File: src/rtl/vn_pkg.sv
package vn_pkg;

  // Fixed field widths of the vector and result channels
  localparam int unsigned CompW = 32;
  localparam int unsigned SqW   = 64;

  // Number of vector components, one lane each
  localparam int unsigned NumLanes = 3;

  // Per-lane pipeline control that travels with each vector
  typedef struct packed {
    logic vld;
    logic neg;
  } vn_ctl_t;

endpackage

File: src/rtl/vn_square.sv
module vn_square (
  input  logic                      clk_i,
  input  logic                      rst_ni,
  input  logic                      en_i,
  input  logic                      vld_i,
  input  logic [vn_pkg::CompW-1:0]  comp_i,
  output vn_pkg::vn_ctl_t           ctl_o,
  output logic [vn_pkg::SqW-1:0]    sq_o
);

  logic                     vld1_q, vld2_q;
  logic                     neg1_q, neg2_q;
  logic [vn_pkg::CompW-1:0] mag_d, mag_q;
  logic [vn_pkg::SqW-1:0]   sq_q;

  // Magnitude; the most negative value maps to 2^31, which still fits
  assign mag_d = comp_i[vn_pkg::CompW-1] ? (~comp_i + vn_pkg::CompW'(1)) : comp_i;

  // Control: valid bits
  always_ff @(posedge clk_i or negedge rst_ni) begin
    if (!rst_ni) begin
      vld1_q <= 1'b0;
      vld2_q <= 1'b0;
    end else if (en_i) begin
      vld1_q <= vld_i;
      vld2_q <= vld1_q;
    end
  end

  // Payload: magnitude, then square
  always_ff @(posedge clk_i) begin
    if (en_i) begin
      mag_q  <= mag_d;
      neg1_q <= comp_i[vn_pkg::CompW-1];
      sq_q   <= vn_pkg::SqW'(mag_q) * vn_pkg::SqW'(mag_q);
      neg2_q <= neg1_q;
    end
  end

  assign ctl_o.vld = vld2_q;
  assign ctl_o.neg = neg2_q;
  assign sq_o      = sq_q;

endmodule

File: config.mk
export PLATFORM = sky130hd
export DESIGN_NAME = vn_square
export DESIGN_NICKNAME = d
export VERILOG_FILES = /design/src/rtl/vn_pkg.sv /design/src/rtl/vn_square.sv
export SDC_FILE = /design/constraint.sdc
export NUM_CORES = 2
export LEC_CHECK = 0
export BUFFER_PORTS_ARGS = -buffer_cell sky130_fd_sc_hd__buf_2
export CORE_ASPECT_RATIO = 1.5
export CORE_MARGIN = 2
export CORE_UTILIZATION = 46
export CTS_BUF_LIST = sky130_fd_sc_hd__clkbuf_2 sky130_fd_sc_hd__clkbuf_4 sky130_fd_sc_hd__clkbuf_8
export DETAILED_ROUTE_END_ITERATION = 10
export PLACE_DENSITY = 0.59
export SKIP_CTS_REPAIR_TIMING = 1
export SLEW_MARGIN = 20
export SYNTH_ARGS = -nofsm -noshare
export SYNTH_HDL_FRONTEND = slang
export SYNTH_SLANG_ARGS = --single-unit
File: constraint.sdc
create_clock -name clk_i -period 18.1 [get_ports clk_i]
set_input_delay 1.81 -clock clk_i [delete_from_list [all_inputs] [get_ports clk_i]]
set_output_delay 1.81 -clock clk_i [all_outputs]
set_load 0.01 [all_outputs]
==> flow_metrics.env <==
export IMPL_grt_pass1_vias=26030
export IMPL_drc=0
export IMPL_boundaryPins=102
export IMPL_cts_tree="yes"
export IMPL_worst_pin_slew_ns=0.9988
export IMPL_grt_max_degree=52
export IMPL_coreArea_um2=71470
export IMPL_final_setup_tns_ns=0
export IMPL_worstSetupEndpointType="register"
export IMPL_start_kind="register"
export IMPL_clock_fmax_mhz=112.5
export IMPL_antenna_found_initial=2
export IMPL_rows=120
export IMPL_syn_inst=3409
export IMPL_via_per_inst=5.286
export IMPL_synthTopCellsByArea="fa_1 48%, ha_1 11%, inv_1 11%"
export IMPL_yosysTopAreaCellShare_pct=47.74
export IMPL_yosysWarnings=0
export IMPL_finalWorstSetupSlack_ns=9.214
export IMPL_yosys_most_used_dff="edfxtp_1"
export IMPL_async_flop_share_pct=2.020
export IMPL_ff_latch_area_um2=2963
export IMPL_fillers=6850
export IMPL_grt_usage_pct=27.35
export IMPL_drt_wl_total_mm=97.58
export IMPL_die_h_um=333.1
export IMPL_stdcell_area_um2=34810
export IMPL_drtIter0Drc=1100
export IMPL_min_period_ns=8.886
export IMPL_area_growth_pct=4.796
export IMPL_synthesis_area_um2=33210
export IMPL_nets=4551
export IMPL_skew_ns=0.02248
export IMPL_cts_buffers=9
export IMPL_synth_net_count=4539
export IMPL_drive_above_1_share_pct=5.400
export IMPL_multi_input_area_um2=26080
export IMPL_cts_reportedPaths_clkPinSlew_ns=0.13
export IMPL_hold_viol=0
export IMPL_cp_max_fo=26
export IMPL_ant_nets=0
export IMPL_place_area_um2=34610
export IMPL_ys_ff_latch=99
export IMPL_clockBufferDepth=2
export IMPL_post_route_period_util_pct=49.09
export IMPL_worstSkewPairLatency_ns=0.43
export IMPL_place_ws_ns=9.280
export IMPL_htree_levels=3
export IMPL_hold_class="reg2reg"
export IMPL_required_ns=18.28
export IMPL_maxCapViolations=0
export IMPL_synthTopCellsByCount="972 x inv_1, 792 x fa_1, 303 x nand2_1"
export IMPL_slew_headroom_pct=33.41
export IMPL_portBuffers=100
export IMPL_yosysTopAreaCell="fa_1"
export IMPL_synth_most_common_cell="inv_1"
export IMPL_root_buffer="clkbuf_8"
export IMPL_status="complete, no violations"
export IMPL_syn_avg_cell_area_um2=9.743
export IMPL_dp_hpwl_mm=78.03
export IMPL_synth_edf_count=97
export IMPL_drv_slew=0
export IMPL_synthDistinctLibCells=69
export IMPL_dr_pass1_iters=5
export IMPL_die_area_um2=74410
export IMPL_grt_ovfl_total=0
export IMPL_rsz0062_at_grt="false"
export IMPL_ys_seq_area_share_pct=8.921
export IMPL_initial_utilization_pct=46.47
export IMPL_die_x_um=223.4
export IMPL_setup_violations=0
export IMPL_arrival_ns=9.06
export IMPL_place_congestion=0.9323
export IMPL_worstSetupPathType="reg2reg"
export IMPL_routedWlPerCell_um=22.47
export IMPL_vias=22950
export IMPL_whs_ns=0.4502
export IMPL_cts_sinks=99
export IMPL_grt_pass1_wl_mm=150.4
==> routing by layer <==
layer,GRT usage (%),up-vias,part of all wire (%)
met4,15.40,0,6.9
met2,53.34,655,56
met3,3.251,261,3.9
met5,0,-,0
li1,-,10100,-
met1,27.86,11930,33
==> through the flow <==
stage,util (%),std cells
CTS,48.70,4341
detailed placement,48.43,4325
finish,48.70,4342
global placement,48.43,4325
floorplan,-,3409
global route,48.70,4341
==> worst paths after layout <==
kind,startpoint,endpoint,slack (ns),cells past startpoint
setup / recovery,mag_q[16],sq_o[49],9.21,22
max in group asynchronous,rst_ni,vld2_q,16.86,1
min in group asynchronous,rst_ni,vld1_q,1.15,1
hold reg to reg,neg1_q,neg2_q,0.45,0
hold / removal,neg1_q,neg2_q,0.45,0
setup reg to reg,mag_q[16],sq_o[49],9.21,22
==> sequential cells by signal, indices dropped and copies added (netlist names) <==
signal and flops:
vld2_q 1, neg1_q 1, sq_o 63, vld1_q 1, mag_q 32, neg2_q 1
==> cells by family after synthesis <==
group	count (synthesis)	share of synthesized area, %
compound gates	263	5.157
xor+xnor	134	3.534
fa+ha+maj	1094	59.11
buf+inv	1107	12.54
flops	99	8.921
mux	5	0.1620
other cells	1	0.01129
simple gates	706	10.56
==> worst max-delay path: stages, from the launching register on <==
cell and delay, ns:
edfxtp_1 0.35, buf_4 0.39, clkinv_1 0.53, nor2_1 0.52, fa_1 0.53, fa_1 0.54, inv_1 0.05, fa_1 0.46
fa_1 0.55, inv_1 0.05, fa_1 0.54, fa_1 0.42, fa_1 0.51, fa_1 0.42, ha_1 0.40, a21oi_1 0.17
o21ai_0 0.18, a221oi_1 0.49, o211ai_1 0.17, nor2_1 0.31, o21ai_0 0.25, and4_1 0.27, a2111oi_0 0.50
==> area by class of cell <==
class	instances	area share, %
multi-input combinational	2203	74.94
inverter	973	10.49
clock buffer	9	0.3559
clock inverter	7	0.2013
tap	915	3.289
timing repair buffer	135	2.200
antenna	1	0.007190
sequential	99	8.512
==> cells in the final DEF (no fill, tap or decap), drive strengths merged, types with 4 or more instances in the layout <==
master and count:
nor3 10, or2 9, or3 8, a41oi 5, nand2b 6, clkinv 4, and2 230, nor4 7
nand2 303, o21ai 50, nor2b 11, buf 135, a21oi 82, and3 10, o21bai 17, nand4 18
fa 792, inv 976, a31oi 12, edfxtp 97, a21o 32, o31ai 12, xnor2 80, clkbuf 9
nand3 19, or4 5, o41ai 5, a31o 12, nor2 65, xor2 54, ha 302
Power is left out: the tool's default activity adds up to more than one toggle a clock period on the data nets, which glitch-free logic cannot reach.
